**src/rtl/tss_pkg.sv**
```systemverilog
// Package for the tick scheduler and status supervisor.
// Holds widths, constants, register indexes, state and command types.
// Used by tss_ctrl, tss_datapath and tick_scheduler_status_supervisor.
`default_nettype none

package tss_pkg;

    localparam int TICK_W   = 14;
    localparam int VOLT_W   = 10;
    localparam int SPEED_W  = 16;
    localparam int MOTOR_W  = 10;
    localparam int WD_W     = 16;
    localparam int LED_W    = 4;
    localparam int CFG_IDX_W = 3;
    localparam int CFG_DATA_W = 14;
    localparam int STEP_W   = 4;

    localparam logic [TICK_W-1:0] CYCLE_TICKS = 14'd10000;
    localparam logic [TICK_W-1:0] TICKS_100MS = 14'd100;
    localparam logic [TICK_W-1:0] TICKS_200MS = 14'd200;
    localparam logic [4:0]        LED_PAUSE_STEPS = 5'd4;
    localparam logic [WD_W-1:0]   WATCHDOG_LIMIT  = 16'd2;
    localparam logic [WD_W-1:0]   WD_MAX          = 16'hFFFF;
    localparam logic [STEP_W-1:0] DIV_STEPS       = 4'd14;

    localparam logic [MOTOR_W-1:0] MOTOR_INTERVAL_RST  = 10'd100;
    localparam logic [TICK_W-1:0]  STATUS_INTERVAL_RST = 14'd100;
    localparam logic [VOLT_W-1:0]  BATTERY_THRESH_RST  = 10'd682;

    localparam logic [CFG_IDX_W-1:0] REG_MOTOR_INTERVAL  = 3'd0;
    localparam logic [CFG_IDX_W-1:0] REG_STATUS_INTERVAL = 3'd1;
    localparam logic [CFG_IDX_W-1:0] REG_WATCHDOG_ENABLE = 3'd2;
    localparam logic [CFG_IDX_W-1:0] REG_BATTERY_THRESH  = 3'd3;
    localparam logic [CFG_IDX_W-1:0] REG_CLOSED_LOOP     = 3'd4;

    localparam logic [1:0] STATUS_OK       = 2'd0;
    localparam logic [1:0] STATUS_PARSER   = 2'd1;
    localparam logic [1:0] STATUS_WATCHDOG = 2'd2;
    localparam logic [1:0] STATUS_BATTERY  = 2'd3;

    typedef enum logic [1:0] {
        ST_IDLE,
        ST_DIV,
        ST_UPDATE
    } tss_state_t;

    typedef struct packed {
        logic load;
        logic div_step;
        logic commit;
    } tss_cmd_t;

    typedef struct packed {
        logic div_done;
    } tss_stat_t;

endpackage

`default_nettype wire

```
**src/rtl/tss_ctrl.sv**
```systemverilog
// Controller state machine for the tick scheduler and status supervisor.
// Sequences word load, remainder steps and state update; owns output valid.
// Depends on tss_pkg.
`default_nettype none

module tss_ctrl (
    input  wire logic           clk,
    input  wire logic           rst_n,
    input  wire logic           in_valid,
    output logic                in_ready,
    output logic                out_valid,
    input  wire logic           out_ready,
    input  tss_pkg::tss_stat_t  stat,
    output tss_pkg::tss_cmd_t   cmd
);

    tss_pkg::tss_state_t state_reg;
    tss_pkg::tss_state_t state_next;
    logic out_valid_reg;
    logic out_valid_next;
    logic slot_free;

    assign slot_free = !out_valid_reg || out_ready;

    always_comb
    begin
        state_next = state_reg;
        case (state_reg)
            tss_pkg::ST_IDLE:
            begin
                if (in_valid)
                begin
                    state_next = tss_pkg::ST_DIV;
                end
            end
            tss_pkg::ST_DIV:
            begin
                if (stat.div_done)
                begin
                    state_next = tss_pkg::ST_UPDATE;
                end
            end
            tss_pkg::ST_UPDATE:
            begin
                if (slot_free)
                begin
                    state_next = tss_pkg::ST_IDLE;
                end
            end
            default:
            begin
                state_next = tss_pkg::ST_IDLE;
            end
        endcase
    end

    always_comb
    begin
        in_ready     = 1'b0;
        cmd.load     = 1'b0;
        cmd.div_step = 1'b0;
        cmd.commit   = 1'b0;
        case (state_reg)
            tss_pkg::ST_IDLE:
            begin
                in_ready = 1'b1;
                cmd.load = in_valid;
            end
            tss_pkg::ST_DIV:
            begin
                cmd.div_step = 1'b1;
            end
            tss_pkg::ST_UPDATE:
            begin
                cmd.commit = slot_free;
            end
            default:
            begin
                in_ready = 1'b0;
            end
        endcase
    end

    always_comb
    begin
        out_valid_next = out_valid_reg;
        if (cmd.commit)
        begin
            out_valid_next = 1'b1;
        end
        else if (out_ready)
        begin
            out_valid_next = 1'b0;
        end
    end

    always_ff @(posedge clk or negedge rst_n)
    begin
        if (!rst_n)
        begin
            state_reg     <= tss_pkg::ST_IDLE;
            out_valid_reg <= 1'b0;
        end
        else
        begin
            state_reg     <= state_next;
            out_valid_reg <= out_valid_next;
        end
    end

    assign out_valid = out_valid_reg;

endmodule

`default_nettype wire

```
**src/rtl/tss_datapath.sv**
```systemverilog
// Datapath for the tick scheduler and status supervisor: configuration,
// tick and supervisor state, two-lane bit-serial remainder unit, result word.
// Depends on tss_pkg.
`default_nettype none

module tss_datapath (
    input  wire logic                             clk,
    input  wire logic                             rst_n,
    input  tss_pkg::tss_cmd_t                     cmd,
    output tss_pkg::tss_stat_t                    stat,
    input  wire logic                             cfg_we,
    input  wire logic [tss_pkg::CFG_IDX_W-1:0]    cfg_index,
    input  wire logic [tss_pkg::CFG_DATA_W-1:0]   cfg_wdata,
    input  wire logic [tss_pkg::VOLT_W-1:0]       voltage_sample,
    input  wire logic signed [tss_pkg::SPEED_W-1:0] left_speed_setpoint,
    input  wire logic signed [tss_pkg::SPEED_W-1:0] right_speed_setpoint,
    input  wire logic                             control_packet_seen,
    input  wire logic                             parser_error_seen,
    output logic                                  pid_update_strobe,
    output logic                                  open_loop_update_strobe,
    output logic                                  status_send_strobe,
    output logic [1:0]                            status_code,
    output logic                                  led_lit,
    output logic                                  battery_low,
    output logic [tss_pkg::VOLT_W-1:0]            reported_voltage
);

    localparam int LANES = 2;

    logic [tss_pkg::MOTOR_W-1:0] motor_interval_reg;
    logic [tss_pkg::TICK_W-1:0]  status_interval_reg;
    logic                        watchdog_enable_reg;
    logic [tss_pkg::VOLT_W-1:0]  battery_threshold_reg;
    logic                        closed_loop_reg;

    logic [tss_pkg::TICK_W-1:0]  tick_count_reg;
    logic [tss_pkg::TICK_W-1:0]  tick_inc;
    logic [tss_pkg::TICK_W-1:0]  phase100_reg;
    logic [tss_pkg::TICK_W-1:0]  phase200_reg;
    logic [tss_pkg::TICK_W-1:0]  phase100_inc;
    logic [tss_pkg::TICK_W-1:0]  phase200_inc;
    logic [tss_pkg::WD_W-1:0]    watchdog_count_reg;
    logic                        error_pending_reg;
    logic [1:0]                  status_reg;
    logic                        battery_flag_reg;
    logic [tss_pkg::VOLT_W-1:0]  voltage_latch_reg;
    logic                        led_phase_reg;
    logic [tss_pkg::LED_W-1:0]   led_step_reg;

    logic [tss_pkg::VOLT_W-1:0]  voltage_in_reg;
    logic                        speeds_zero_reg;

    logic [tss_pkg::TICK_W-1:0]  div_shift_reg;
    logic [tss_pkg::STEP_W-1:0]  div_cnt_reg;
    logic [tss_pkg::TICK_W-1:0]  rem_reg  [LANES];
    logic [tss_pkg::TICK_W-1:0]  rem_next [LANES];
    logic [tss_pkg::TICK_W:0]    divisor  [LANES];

    logic                        motor_hit;
    logic                        status_hit;
    logic                        hit_100;
    logic                        hit_200;
    logic [tss_pkg::WD_W-1:0]    wd_next;
    logic [1:0]                  status_next;
    logic                        error_next;
    logic [tss_pkg::VOLT_W-1:0]  volt_latch_next;
    logic                        led_phase_next;
    logic [tss_pkg::LED_W-1:0]   led_step_next;
    logic [tss_pkg::LED_W-1:0]   led_step_inc;
    logic [4:0]                  flashes;
    logic                        battery_next;

    assign tick_inc = (tick_count_reg + 14'd1 >= tss_pkg::CYCLE_TICKS)
                      ? '0 : tick_count_reg + 14'd1;

    // The 100 ms and 200 ms phases follow the tick count and restart with it.
    assign phase100_inc = ((tick_inc == '0) || (phase100_reg == tss_pkg::TICKS_100MS - 14'd1))
                          ? '0 : phase100_reg + 14'd1;
    assign phase200_inc = ((tick_inc == '0) || (phase200_reg == tss_pkg::TICKS_200MS - 14'd1))
                          ? '0 : phase200_reg + 14'd1;

    assign divisor[0] = {5'd0, motor_interval_reg};
    assign divisor[1] = {1'b0, status_interval_reg};

    always_comb
    begin
        logic [tss_pkg::TICK_W:0] trial;
        for (int i = 0; i < LANES; i++)
        begin
            trial = {rem_reg[i], div_shift_reg[tss_pkg::TICK_W-1]};
            if (trial >= divisor[i])
            begin
                trial = trial - divisor[i];
            end
            rem_next[i] = trial[tss_pkg::TICK_W-1:0];
        end
    end

    assign stat.div_done = (div_cnt_reg == tss_pkg::DIV_STEPS - 4'd1);

    assign motor_hit  = (motor_interval_reg != '0) && (rem_reg[0] == '0);
    assign status_hit = (status_interval_reg != '0) && (rem_reg[1] == '0);
    assign hit_100    = (phase100_reg == '0);
    assign hit_200    = (phase200_reg == '0);

    always_comb
    begin
        wd_next         = watchdog_count_reg;
        status_next     = status_reg;
        error_next      = error_pending_reg;
        volt_latch_next = voltage_latch_reg;
        if (hit_100)
        begin
            if (watchdog_enable_reg)
            begin
                if (watchdog_count_reg < tss_pkg::WD_MAX)
                begin
                    wd_next = watchdog_count_reg + 16'd1;
                end
            end
            else
            begin
                wd_next = '0;
            end
            volt_latch_next = voltage_in_reg;
            if (battery_flag_reg)
            begin
                status_next = tss_pkg::STATUS_BATTERY;
            end
            else if (wd_next > tss_pkg::WATCHDOG_LIMIT)
            begin
                status_next = tss_pkg::STATUS_WATCHDOG;
            end
            else if (error_pending_reg)
            begin
                status_next = tss_pkg::STATUS_PARSER;
                error_next  = 1'b0;
            end
            else
            begin
                status_next = tss_pkg::STATUS_OK;
            end
        end
    end

    assign flashes      = {3'd0, status_next} + 5'd1;
    assign led_step_inc = led_step_reg + 4'd1;

    always_comb
    begin
        led_phase_next = led_phase_reg;
        led_step_next  = led_step_reg;
        battery_next   = battery_flag_reg;
        if (hit_200)
        begin
            if (led_phase_reg)
            begin
                led_phase_next = 1'b0;
            end
            else
            begin
                led_step_next = led_step_inc;
                if ({1'b0, led_step_inc} <= flashes)
                begin
                    led_phase_next = 1'b1;
                end
                else if ({1'b0, led_step_inc} > flashes + tss_pkg::LED_PAUSE_STEPS)
                begin
                    led_step_next = '0;
                end
            end
            if (speeds_zero_reg)
            begin
                battery_next = (volt_latch_next < battery_threshold_reg);
            end
        end
    end

    always_ff @(posedge clk or negedge rst_n)
    begin
        if (!rst_n)
        begin
            motor_interval_reg    <= tss_pkg::MOTOR_INTERVAL_RST;
            status_interval_reg   <= tss_pkg::STATUS_INTERVAL_RST;
            watchdog_enable_reg   <= 1'b1;
            battery_threshold_reg <= tss_pkg::BATTERY_THRESH_RST;
            closed_loop_reg       <= 1'b0;
            tick_count_reg        <= '0;
            phase100_reg          <= '0;
            phase200_reg          <= '0;
            watchdog_count_reg    <= tss_pkg::WATCHDOG_LIMIT + 16'd1;
            error_pending_reg     <= 1'b0;
            status_reg            <= tss_pkg::STATUS_WATCHDOG;
            battery_flag_reg      <= 1'b0;
            voltage_latch_reg     <= '0;
            led_phase_reg         <= 1'b0;
            led_step_reg          <= '0;
            div_cnt_reg           <= '0;
        end
        else
        begin
            if (cfg_we)
            begin
                case (cfg_index)
                    tss_pkg::REG_MOTOR_INTERVAL:
                        motor_interval_reg <= cfg_wdata[tss_pkg::MOTOR_W-1:0];
                    tss_pkg::REG_STATUS_INTERVAL:
                        status_interval_reg <= cfg_wdata;
                    tss_pkg::REG_WATCHDOG_ENABLE:
                        watchdog_enable_reg <= cfg_wdata[0];
                    tss_pkg::REG_BATTERY_THRESH:
                        battery_threshold_reg <= cfg_wdata[tss_pkg::VOLT_W-1:0];
                    tss_pkg::REG_CLOSED_LOOP:
                        closed_loop_reg <= cfg_wdata[0];
                    default:
                    begin
                    end
                endcase
            end
            if (cmd.load)
            begin
                tick_count_reg <= tick_inc;
                phase100_reg   <= phase100_inc;
                phase200_reg   <= phase200_inc;
                div_cnt_reg    <= '0;
                if (control_packet_seen)
                begin
                    watchdog_count_reg <= '0;
                end
                if (parser_error_seen)
                begin
                    error_pending_reg <= 1'b1;
                end
            end
            else if (cmd.div_step)
            begin
                div_cnt_reg <= div_cnt_reg + 4'd1;
            end
            else if (cmd.commit)
            begin
                watchdog_count_reg <= wd_next;
                error_pending_reg  <= error_next;
                status_reg         <= status_next;
                battery_flag_reg   <= battery_next;
                voltage_latch_reg  <= volt_latch_next;
                led_phase_reg      <= led_phase_next;
                led_step_reg       <= led_step_next;
            end
        end
    end

    always_ff @(posedge clk)
    begin
        if (cmd.load)
        begin
            voltage_in_reg  <= voltage_sample;
            speeds_zero_reg <= (left_speed_setpoint == '0) && (right_speed_setpoint == '0);
            div_shift_reg   <= tick_inc;
            for (int i = 0; i < LANES; i++)
            begin
                rem_reg[i] <= '0;
            end
        end
        else if (cmd.div_step)
        begin
            div_shift_reg <= {div_shift_reg[tss_pkg::TICK_W-2:0], 1'b0};
            for (int i = 0; i < LANES; i++)
            begin
                rem_reg[i] <= rem_next[i];
            end
        end
        if (cmd.commit)
        begin
            pid_update_strobe       <= motor_hit && closed_loop_reg;
            open_loop_update_strobe <= motor_hit && !closed_loop_reg;
            status_send_strobe      <= status_hit;
            status_code             <= status_next;
            led_lit                 <= led_phase_next;
            battery_low             <= battery_next;
            reported_voltage        <= volt_latch_next;
        end
    end

endmodule

`default_nettype wire

```
**src/rtl/tick_scheduler_status_supervisor.sv**
```systemverilog
// Top level of the tick scheduler and status supervisor.
// Joins the controller tss_ctrl and the datapath tss_datapath; uses tss_pkg.
//
//   Channel  Handshake              Payload
//   input    in_valid / in_ready    voltage_sample, speed setpoints, packet and error flags
//   output   out_valid / out_ready  strobes, status_code, led_lit, battery_low, voltage
//   config   cfg_we                 cfg_index, cfg_wdata
//
// Each input word is accepted, then takes fourteen steps of the bit-serial
// remainder unit that divides the new tick count, and then the update.
// The update waits while the output register still holds an untaken word.
// After reset the block is idle and ready, with the registers at their defaults.
`default_nettype none

module tick_scheduler_status_supervisor (
    input  wire logic                               clk,
    input  wire logic                               rst_n,
    input  wire logic                               in_valid,
    output logic                                    in_ready,
    input  wire logic [tss_pkg::VOLT_W-1:0]         voltage_sample,
    input  wire logic signed [tss_pkg::SPEED_W-1:0] left_speed_setpoint,
    input  wire logic signed [tss_pkg::SPEED_W-1:0] right_speed_setpoint,
    input  wire logic                               control_packet_seen,
    input  wire logic                               parser_error_seen,
    output logic                                    out_valid,
    input  wire logic                               out_ready,
    output logic                                    pid_update_strobe,
    output logic                                    open_loop_update_strobe,
    output logic                                    status_send_strobe,
    output logic [1:0]                              status_code,
    output logic                                    led_lit,
    output logic                                    battery_low,
    output logic [tss_pkg::VOLT_W-1:0]              reported_voltage,
    input  wire logic                               cfg_we,
    input  wire logic [tss_pkg::CFG_IDX_W-1:0]      cfg_index,
    input  wire logic [tss_pkg::CFG_DATA_W-1:0]     cfg_wdata
);

    tss_pkg::tss_cmd_t  cmd;
    tss_pkg::tss_stat_t stat;

    tss_ctrl u_ctrl (
        .clk       (clk),
        .rst_n     (rst_n),
        .in_valid  (in_valid),
        .in_ready  (in_ready),
        .out_valid (out_valid),
        .out_ready (out_ready),
        .stat      (stat),
        .cmd       (cmd)
    );

    tss_datapath u_datapath (
        .clk                     (clk),
        .rst_n                   (rst_n),
        .cmd                     (cmd),
        .stat                    (stat),
        .cfg_we                  (cfg_we),
        .cfg_index               (cfg_index),
        .cfg_wdata               (cfg_wdata),
        .voltage_sample          (voltage_sample),
        .left_speed_setpoint     (left_speed_setpoint),
        .right_speed_setpoint    (right_speed_setpoint),
        .control_packet_seen     (control_packet_seen),
        .parser_error_seen       (parser_error_seen),
        .pid_update_strobe       (pid_update_strobe),
        .open_loop_update_strobe (open_loop_update_strobe),
        .status_send_strobe      (status_send_strobe),
        .status_code             (status_code),
        .led_lit                 (led_lit),
        .battery_low             (battery_low),
        .reported_voltage        (reported_voltage)
    );

endmodule

`default_nettype wire

```
**config.mk**
```make
export PLATFORM = sky130hd
export DESIGN_NAME = tick_scheduler_status_supervisor
export DESIGN_NICKNAME = d
export VERILOG_FILES = /design/src/rtl/tss_pkg.sv /design/src/rtl/tss_ctrl.sv /design/src/rtl/tss_datapath.sv /design/src/rtl/tick_scheduler_status_supervisor.sv
export SDC_FILE = /design/constraint.sdc
export NUM_CORES = 1
export LEC_CHECK = 0
export BUFFER_PORTS_ARGS = -buffer_cell sky130_fd_sc_hd__buf_4
export CORE_UTILIZATION = 55
export DETAILED_ROUTE_END_ITERATION = 6
export GPL_TIMING_DRIVEN = 1
export HOLD_SLACK_MARGIN = 0.12
export PLACE_DENSITY = 0.74
export SYNTH_ARGS = -nofsm -noshare
export SYNTH_HDL_FRONTEND = slang
export SYNTH_HIERARCHICAL = 1
export SYNTH_SLANG_ARGS = --single-unit
```
**constraint.sdc**
```tcl
create_clock -name clk -period 5.7 [get_ports clk]
set_clock_uncertainty 0.1 [all_clocks]
set_input_delay 1.14 -clock clk [delete_from_list [all_inputs] [get_ports clk]]
set_output_delay 1.14 -clock clk [all_outputs]
set_load 0.005 [all_outputs]
```
==> results of run 1 <==
[critical path, stage by stage, from the launching register on]
cell	delay, ps
dfstp_2	570
ha_1	280
nand2_1	170
or4_1	510
a311oi_1	300
o2111ai_1	180
o41ai_2	350
a31oi_1	190
o21ai_0	250
ha_1	300
inv_1	60
ha_1	240
nor2b_1	150
o21ai_0	150
nand2b_1	90
a21oi_1	150
a41oi_1	70
a21oi_1	250
mux2_2	190
[cell usage in the layout, fill, tap and decap left out, types with 15 or more instances in the layout]
master     Yosys  routed
xor2_1        25      25
clkbuf_16      0      17
and3_1        15      15
edfxtp_1      70      70
mux2i_1       21      21
nand3_1       34      34
ha_1          48      48
a21oi_1       57      56
a21o_1        15      15
o21ai_0       68      68
nand4_1       28      28
nand2_1       89      89
dfrtp_1      105     105
nor2_1        74      74
dfstp_2       15      15
inv_1         69      69
nor4_1        29      29
buf_4          5      95
mux2_2        38      38
nor3_1        17      17
o31ai_1       21      21
xnor2_1       24      24
[through the flow]
| step | instances | power [mW] |
|---|---|---|
| final | 1440 | 5.20 |
| after global routing | 1440 | 5.55 |
| after CTS | 1440 | 5.22 |
| after detailed placement | 1408 | 4.08 |
| after global placement | 1408 | 4.02 |
| after floorplan | 1104 | 3.57 |
[area by class of cell]
cell class | count | area [um2]
sequential | 190 | 5120
fill | 1609 | 7200
multi-input combinational | 789 | 5420
tap | 265 | 332
inverter | 69 | 259
timing repair buffer | 95 | 713
clock inverter | 10 | 88.8
clock buffer | 22 | 454
[path summary, 6_finish.rpt]
path	depth (start not counted)	start	end	slack, ps
setup reg to reg	18	u_datapath/watchdog_count_reg[0]$_DFFE_PN1P_	u_datapath/led_step_reg[0]$_DFFE_PN0P_	1120
hold reg to reg	1	u_datapath/voltage_latch_reg[7]$_DFFE_PN0P_	u_datapath/voltage_latch_reg[7]$_DFFE_PN0P_	410
max in group asynchronous	2	rst_n	u_datapath/tick_count_reg[12]$_DFFE_PN0P_	4140
hold / removal	1	u_datapath/voltage_latch_reg[7]$_DFFE_PN0P_	u_datapath/voltage_latch_reg[7]$_DFFE_PN0P_	410
setup / recovery	18	u_datapath/watchdog_count_reg[0]$_DFFE_PN1P_	u_datapath/led_step_reg[0]$_DFFE_PN0P_	1120
min in group asynchronous	2	rst_n	u_datapath/watchdog_count_reg[5]$_DFFE_PN0P_	760
[per-layer routing]
| metal | vias up | routed length (um) |
|---|---|---|
| met5 | - | 0 |
| met4 | 0 | 395 |
| met3 | 31 | 1160 |
| met2 | 188 | 11400 |
| met1 | 4115 | 11600 |
| li1 | 4170 | - |
[cells by family after synthesis]
group	count (synthesis)	synth area share [%]
XOR/XNOR	49	3.89
adder cells (fa/ha/maj)	50	5.81
buffers and inverters	125	4.62
AND/OR/NAND/NOR	372	17.9
flip-flops	190	46.5
AO/OA/AOI/OAI	259	15.6
multiplexers	59	5.79
[where the power goes]
group | leakage [nW] | total (mW) | switching, mW | internal, mW
clock network | 0.268 | 1.12 | 0.503 | 0.614
logic | 2.83 | 1.95 | 1.13 | 0.823
registers | 2.20 | 2.14 | 0.272 | 1.87
==> results.py, run 1 <==
metrics = {
    "floorplan": {
        "dieArea_um2": 20600,
        "initial_utilization_pct": 56.3,
        "core-area_um2": 19600,
        "die_w_um": 144,
        "die_h_um": 144,
        "io_pins": 85,
        "rows": 51,
    },
    "clock_tree": {
        "cts_resized": 0,
        "cts-htree-levels": 4,
        "clockRootBuffer": "clkbuf_16",
        "cts_tree": "built",
        "hold_buffers": 0,
        "cts_made_buffers": 17,
        "clkTransAtPathRegs_ps": 70,
        "cts.sinks": 190,
        "postCtsSetupBuffers": 0,
        "clock_latency_ps": 430,
        "clk_path_buf_depth": 2,
    },
    "route": {
        "drc_errors": 0,
        "num_vias": 8504,
        "drt_wl_total_um": 24500,
        "wire_per_inst_um": 17.0,
        "viasPerCell": 5.91,
        "drt_iter0_markers": 612,
        "postRouteAntennaNets": 0,
        "dr.pass1.iters": 5,
    },
    "run_status": {
        "status": "completed",
    },
    "power": {
        "worst_ir_drop_vdd_uv": 231,
        "power_density_nw_per_um2": 420,
        "leakage_nw": 5.30,
    },
    "sta": {
        "finalHoldViolations": 0,
        "max_slew_margin_pct": 35.1,
        "maxSlewViolCount": 0,
        "setup_tns_ps": 0,
        "hold_slack_ps": 407,
        "rsz0062_at_grt": "no",
        "period_minus_slack_ps": 4580,
        "worst_slew_pin_slew_ps": 973,
        "timing.fmax_mhz": 218,
        "period_share_pct": 80.3,
        "setup_viol": 0,
        "setup_ws_ps": 1120,
    },
    "synth": {
        "yosysSeqAreaShare_pct": 46.5,
        "synth_common_cells": "dfrtp_1, nand2_1, nor2_1",
        "ys_ff_latch": 190,
        "syn_area_per_cell_um2": 9.99,
        "ys.flop_type": "dfrtp_1",
        "synth_edf_count": 70,
        "syn_nets": 1220,
        "yosysWarnings": 6,
        "ys_types": 75,
        "synth_top_cells_by_area": "dfrtp_1, edfxtp_1, ha_1",
        "synth_top_cell_by_area": "dfrtp_1",
        "yosysMostFrequentCell": "dfrtp_1",
        "ys_async_sr_fraction_pct": 63.2,
        "synth.top_cell.area_share_pct": 23.8,
        "netlist_instances": 1104,
        "synth_area_um2": 11000,
    },
    "global_route": {
        "use_met1_pct": 35.3,
        "grt_pass1_vias": 7945,
        "grt_start_max_net_pins": 63,
        "overflow": 0,
        "grt_pass1_wl_um": 40200,
        "antenna_found_initial": 0,
        "grt_util_met3_pct": 4.37,
        "grt-busiest-layer": "met2",
        "grt_util_met2_pct": 39.3,
        "track_usage_pct": 25.0,
    },
    "worst_setup_path": {
        "critical_path_class": "reg -> reg",
        "required_ps": 5960,
        "arrival_ps": 4840,
        "cp-end-kind": "flip-flop",
        "critPathLaunchType": "flip-flop",
        "critPathMaxFanout": 7,
    },
    "cells_and_area": {
        "diodes": 0,
        "num-nets-final": 1278,
        "utilization_pct": 63.3,
        "fin_area_um2": 12400,
        "largest_reg_flops": 28,
        "areaGrowthSynthToFinish_pct": 12.4,
        "drive_above_1_share_pct": 17.4,
    },
    "placed_design": {
        "io_buffers": 84,
        "placed_area_um2": 11900,
        "gp_congestion": 0.937,
        "post-place-ws_ps": 1170,
        "dp_hpwl_um": 17500,
    },
    "min_path": {
        "hold_class": "reg -> reg",
    },
    "flow_run": {
        "cap_violations": 0,
    },
}
Note: power is estimated with default switching activity, not from simulation.
==> run 2: changes to the inputs <==
- clock period: 5.7 -> 4.7 ns (I/O delays scaled with it)
==> run 2 against run 1 <==
  * Maximum frequency fell by 1.2%
  * Wire length rose by 3.0%
  * Combinational power rose by 23%
  * Power rose by 25%
  * Global-route usage rose by 0.71 points
  * Die area did not move
  * Critical path depth did not move
  * Largest cell class unchanged
  * Highest routed layer unchanged
==> results.py, run 2 (synthesis results as in run 1) <==
metrics = {
    "cells_and_area": {
        "diodes": 0,
        "largest_reg_flops": 28,
        "num-nets-final": 1281,
        "drive_above_1_share_pct": 18.4,
        "areaGrowthSynthToFinish_pct": 13.6,
        "layout_common_cells": "dfrtp_1, buf_4, nand2_1",
        "layout_commonest_cell": "dfrtp_1",
    },
    "floorplan": {
        "io_pins": 85,
        "rows": 51,
        "die_h_um": 144,
        "core-area_um2": 19600,
        "initial_utilization_pct": 56.3,
        "dieArea_um2": 20600,
        "die_w_um": 144,
    },
    "power": {
        "power_switching_mw": 2.35,
        "internal-power_mw": 4.14,
        "worst_ir_drop_vdd_uv": 321,
        "power_density_nw_per_um2": 518,
        "sequentialPowerShare_pct": 39.9,
        "swShare_pct": 36.2,
        "leakage_nw": 5.33,
        "comb_power_share_pct": 36.8,
        "pwr-share-clk_pct": 23.3,
    },
    "global_route": {
        "track_usage_pct": 25.7,
        "grt_util_met3_pct": 4.67,
        "grt_pass1_wl_um": 41200,
        "grt_pass1_vias": 8271,
        "overflow": 0,
        "use_met1_pct": 33.9,
        "grt_start_max_net_pins": 121,
        "antenna_found_initial": 0,
        "grt-busiest-layer": "met2",
        "grt_util_met2_pct": 43.2,
    },
    "worst_setup_path": {
        "critical_path_class": "reg -> reg",
        "required_ps": 4970,
        "cp-end-kind": "flip-flop",
        "r2r_start": "u_datapath/watchdog_count_reg[0]$_DFFE_PN1P_",
        "reg2reg_slack_ps": 60,
        "reg2regPathDepth": 18,
        "critPathMaxFanout": 7,
        "r2r_end": "u_datapath/led_step_reg[0]$_DFFE_PN0P_",
        "arrival_ps": 4910,
        "critPathLaunchType": "flip-flop",
    },
    "clock_tree": {
        "clockRootBuffer": "clkbuf_16",
        "clk_path_buf_depth": 2,
        "hold_buffers": 0,
        "cts_made_buffers": 17,
        "clkTransAtPathRegs_ps": 70,
        "cts_tree": "built",
        "clock_latency_ps": 430,
        "cts.sinks": 190,
        "cts-htree-levels": 4,
    },
    "sta": {
        "setup_viol": 0,
        "max_slew_margin_pct": 35.2,
        "maxSlewViolCount": 0,
        "period_share_pct": 98.6,
        "timing.fmax_mhz": 216,
        "finalHoldViolations": 0,
        "setup_tns_ps": 0,
        "hold_slack_ps": 407,
        "period_minus_slack_ps": 4640,
        "setup_ws_ps": 63.9,
        "worst_slew_pin_slew_ps": 970,
    },
    "min_path": {
        "holdPathStages": 1,
        "hold_start": "u_datapath/voltage_latch_reg[0]$_DFFE_PN0P_",
        "hold_class": "reg -> reg",
        "whs_endpoint": "u_datapath/voltage_latch_reg[0]$_DFFE_PN0P_",
    },
    "route": {
        "drt_iter0_markers": 597,
        "wire_per_inst_um": 17.5,
        "num_vias": 8664,
        "postRouteAntennaNets": 0,
        "drc_errors": 0,
        "dr.pass1.iters": 5,
        "drt_wl_total_um": 25200,
        "viasPerCell": 6.00,
    },
    "flow_run": {
        "cap_violations": 0,
    },
    "placed_design": {
        "io_buffers": 84,
        "gp_congestion": 0.882,
        "post-place-ws_ps": 93.8,
        "dp_hpwl_um": 17400,
    },
    "run_status": {
        "status": "completed",
    },
}
## run 2: changes by cell type in the layout (fill, tap and decap cells not counted), moves of 2 or more
cell / delta
bufinv_16: +2
buf_4: +2
clkbuf_1: -2
clkinv_2: -4
clkinvlp_4: +4
## run 2: worst max-delay path by stage
stage / startpoint / to / slack (ps) / depth (start not counted)
floorplan: u_datapath/watchdog_count_reg[0]$_DFFE_PN1P_ / u_datapath/led_step_reg[0]$_DFFE_PN0P_ / 680 / 18
global placement: u_datapath/watchdog_count_reg[0]$_DFFE_PN1P_ / u_datapath/led_step_reg[0]$_DFFE_PN0P_ / 300 / 18
detailed placement: u_datapath/watchdog_count_reg[0]$_DFFE_PN1P_ / u_datapath/led_step_reg[0]$_DFFE_PN0P_ / 90 / 18
CTS: u_datapath/watchdog_count_reg[0]$_DFFE_PN1P_ / u_datapath/led_step_reg[0]$_DFFE_PN0P_ / 50 / 18
global route: u_datapath/watchdog_count_reg[0]$_DFFE_PN1P_ / u_datapath/led_step_reg[0]$_DFFE_PN0P_ / -100 / 18
finish: u_datapath/watchdog_count_reg[0]$_DFFE_PN1P_ / u_datapath/led_step_reg[0]$_DFFE_PN0P_ / 60 / 18
## run 2: area by class of cell
cell class / count / area, um2
clock buffer: 20 / 458
clock inverter: 12 / 159
fill: 1554 / 7060
inverter: 69 / 259
multi-input combinational: 789 / 5460
sequential: 190 / 5120
tap: 265 / 332
timing repair buffer: 98 / 748
## run 2: routing by layer
layer	part of all wire (%)	up-vias
li1	-	4178
met1	45	4216
met2	49	233
met3	4.8	37
met4	1.8	0
met5	0	-
## run 2: metrics by stage
step / power [mW] / instances / utilization [%] / instance area [um2]
2_1_floorplan: 4.32 / 1104 / - / 11000
6_report: 6.49 / 1443 / 64.0 / 12500
3_3_place_gp: 4.88 / 1410 / 60.6 / 11900
5_1_grt: 6.91 / 1443 / 64.0 / 12500
4_1_cts: 6.50 / 1442 / 63.8 / 12500
3_5_place_dp: 4.94 / 1410 / 60.6 / 11900
## run 2: critical path, stage by stage (launching register included)
cell and delay (ps):
dfstp_2 580, ha_2 250, nand2_2 130, or4_4 460, a311oi_1 260, o2111ai_1 180, o41ai_2 540, a31oi_2 190
o21ai_1 200, ha_1 260, inv_1 60, ha_1 250, nor2b_1 170, o21ai_0 220, nand2b_1 90, a21oi_1 190
inv_1 80, a21oi_2 200, mux2_2 180
## run 2: power groups by stage
| stage | clock network [mW] | registers [mW] | logic [mW] |
|---|---|---|---|
| 3_3_place_gp | 0 | 2.60 | 2.28 |
| 4_1_cts | 1.55 | 2.58 | 2.37 |
| 2_1_floorplan | 0 | 2.49 | 1.84 |
| 3_5_place_dp | 0 | 2.61 | 2.33 |
| 5_1_grt | 1.61 | 2.64 | 2.66 |
| 6_report | 1.51 | 2.59 | 2.39 |
## run 2: what timing repair did
item / CTS / global route
buffers inserted: 0 / 1
resized for setup: 0 / 8
endpoints found under the setup margin: 0 / 4
hold endpoints to repair: 0 / 0
==> run 3: changes to the inputs <==
- CTS_BUF_LIST: default -> sky130_fd_sc_hd__clkbuf_8
- clock period: 4.7 -> 5.5 ns (I/O delays scaled with it)
==> run 3 against run 2 <==
  * Hold slack gained 4.1 ps
  * Setup slack gained 910 ps
  * Sequential cell count is the same
  * Die area is the same
  * Maximum frequency grew 2.5%
  * Power shrank 21%
  * Core utilization shrank 1.6 points
  * Sequential power shrank 15%
  * Combinational power shrank 15%
  * Global-route usage shrank 0.89 points
  * Highest routed layer unchanged
==> results.py, run 3 (synthesis results as in run 1) <==
metrics = {
    "run_status": {
        "status": "completed",
    },
    "cells_and_area": {
        "layout_common_cells": "dfrtp_1, buf_4, nand2_1",
        "drive_above_1_share_pct": 17.6,
        "largest_reg_flops": 28,
        "utilization_pct": 62.4,
        "diodes": 0,
        "fin_area_um2": 12200,
        "fin_cells": 1440,
        "layout_commonest_cell": "dfrtp_1",
        "areaGrowthSynthToFinish_pct": 10.9,
        "num-nets-final": 1278,
        "nFillCells": 1644,
    },
    "sta": {
        "timing.fmax_mhz": 221,
        "max_slew_margin_pct": 29.4,
        "setup_tns_ps": 0,
        "worst_slew_pin_slew_ps": 1060,
        "setup_viol": 0,
        "rsz0062_at_grt": "no",
        "hold_slack_ps": 411,
        "setup_ws_ps": 976,
        "maxSlewViolCount": 0,
        "period_minus_slack_ps": 4520,
        "period_share_pct": 82.2,
        "finalHoldViolations": 0,
    },
    "power": {
        "power_mw": 5.13,
        "power_density_nw_per_um2": 419,
        "comb_power_share_pct": 39.4,
        "worst_ir_drop_vdd_uv": 271,
        "pwr-share-clk_pct": 17.6,
        "swShare_pct": 37.9,
        "sequentialPowerShare_pct": 43.1,
        "power_switching_mw": 1.94,
        "internal-power_mw": 3.18,
        "leakage_nw": 5.22,
    },
    "global_route": {
        "track_usage_pct": 24.8,
        "grt_pass1_vias": 8044,
        "overflow": 0,
        "grt_start_max_net_pins": 81,
        "antenna_found_initial": 0,
        "grt_pass1_wl_um": 39800,
    },
    "route": {
        "drc_errors": 0,
        "viasPerCell": 5.89,
        "postRouteAntennaNets": 0,
        "num_vias": 8476,
        "drt_wl_total_um": 24300,
        "dr.pass1.iters": 5,
        "wire_per_inst_um": 16.8,
        "drt_iter0_markers": 559,
    },
    "worst_setup_path": {
        "cp-end-kind": "flip-flop",
        "slowest_stage": "dfstp_2",
        "cpLargestDelayFamily": "compound AO/OA/AOI/OAI gates",
        "required_ps": 5810,
        "cp_slowest_stage_delay_ps": 590,
        "cp_cell_sequence": "ha_1 > nand2_1 > or4_1 > a311oi_1 > o2111ai_1 > o41ai_2 > a31oi_1 > o21ai_0 > ha_1 > inv_1 > ha_1 > nor2b_1 > o21ai_0 > nand2b_1 > a21oi_1 > inv_1 > a21oi_1 > mux2_2",
        "crit_path_frequent_cell": "ha_1",
        "critical_path_class": "reg -> reg",
        "critPathLaunchType": "flip-flop",
        "critPathMaxFanout": 7,
        "arrival_ps": 4830,
        "critPathBufInv": 2,
    },
    "clock_tree": {
        "cts.sinks": 190,
        "cts_tree": "built",
        "cts_made_buffers": 17,
        "cts-htree-levels": 4,
        "postCtsSetupBuffers": 0,
        "clock_latency_ps": 460,
        "clk_path_buf_depth": 2,
        "hold_buffers": 0,
        "clkTransAtPathRegs_ps": 90,
        "cts_resized": 0,
        "clockRootBuffer": "clkbuf_8",
    },
    "floorplan": {
        "die_h_um": 144,
        "core-area_um2": 19600,
        "rows": 51,
        "die_w_um": 144,
        "dieArea_um2": 20600,
        "io_pins": 85,
        "initial_utilization_pct": 56.3,
    },
    "flow_run": {
        "cap_violations": 0,
    },
    "placed_design": {
        "io_buffers": 84,
        "gp_congestion": 0.915,
        "dp_cells": 1408,
        "placed_area_um2": 11900,
        "post-place-ws_ps": 1030,
        "dp_hpwl_um": 17200,
    },
    "min_path": {
        "hold_class": "reg -> reg",
    },
}
[run 3: cell count changes in the layout (fill, tap and decap cells not counted), moves of 2 or more]
cell / before / now
clkinvlp_4: 5 / 3
clkbuf_8: 0 / 17
buf_4: 97 / 95
clkbuf_1: 2 / 0
clkinv_2: 1 / 4
clkbuf_16: 18 / 0
[run 3: path summary, 6_finish.rpt]
| check | start | cells past startpoint | endpoint | slack, ps |
|---|---|---|---|---|
| hold / removal | u_datapath/voltage_latch_reg[9]$_DFFE_PN0P_ | 1 | u_datapath/voltage_latch_reg[9]$_DFFE_PN0P_ | 410 |
| setup / recovery | u_datapath/watchdog_count_reg[0]$_DFFE_PN1P_ | 18 | u_datapath/led_step_reg[0]$_DFFE_PN0P_ | 980 |
| min in group asynchronous | rst_n | 1 | u_datapath/watchdog_count_reg[6]$_DFFE_PN0P_ | 690 |
| setup reg to reg | u_datapath/watchdog_count_reg[0]$_DFFE_PN1P_ | 18 | u_datapath/led_step_reg[0]$_DFFE_PN0P_ | 980 |
| max in group asynchronous | rst_n | 2 | u_datapath/status_interval_reg[2]$_DFFE_PN1P_ | 3440 |
| hold reg to reg | u_datapath/voltage_latch_reg[9]$_DFFE_PN0P_ | 1 | u_datapath/voltage_latch_reg[9]$_DFFE_PN0P_ | 410 |
[run 3: layer usage]
| layer | share of wire [%] | global-route usage [%] | up-vias |
|---|---|---|---|
| met5 | 0 | 0 | - |
| met4 | 1.8 | 7.39 | 0 |
| met3 | 4.5 | 4.40 | 36 |
| met2 | 47 | 39.7 | 196 |
| met1 | 47 | 34.5 | 4075 |
| li1 | - | - | 4169 |
[run 3: power by group through the flow]
stage | Combinational (mW) | Clock [mW] | Sequential [mW]
detailed placement | 2.00 | 0 | 2.23
global route | 2.26 | 0.979 | 2.26
global placement | 1.94 | 0 | 2.22
floorplan | 1.57 | 0 | 2.12
finish | 2.02 | 0.901 | 2.21
CTS | 2.01 | 0.924 | 2.20
[run 3: area by class of cell]
type / count / area (um2) / area share [%]
clock buffer: 17 / 234 / 1.91
clock inverter: 15 / 145 / 1.19
inverter: 69 / 259 / 2.12
multi-input combinational: 789 / 5420 / 44.3
sequential: 190 / 5120 / 41.9
tap: 265 / 332 / 2.71
timing repair buffer: 95 / 713 / 5.83
[run 3: worst reg2reg max path: stages, from the launching register on]
cell and delay (ps):
dfstp_2 590, ha_1 280, nand2_1 180, or4_1 510, a311oi_1 270, o2111ai_1 170
o41ai_2 340, a31oi_1 180, o21ai_0 220, ha_1 260, inv_1 60, ha_1 240
nor2b_1 150, o21ai_0 190, nand2b_1 80, a21oi_1 170, inv_1 60, a21oi_1 230
mux2_2 200
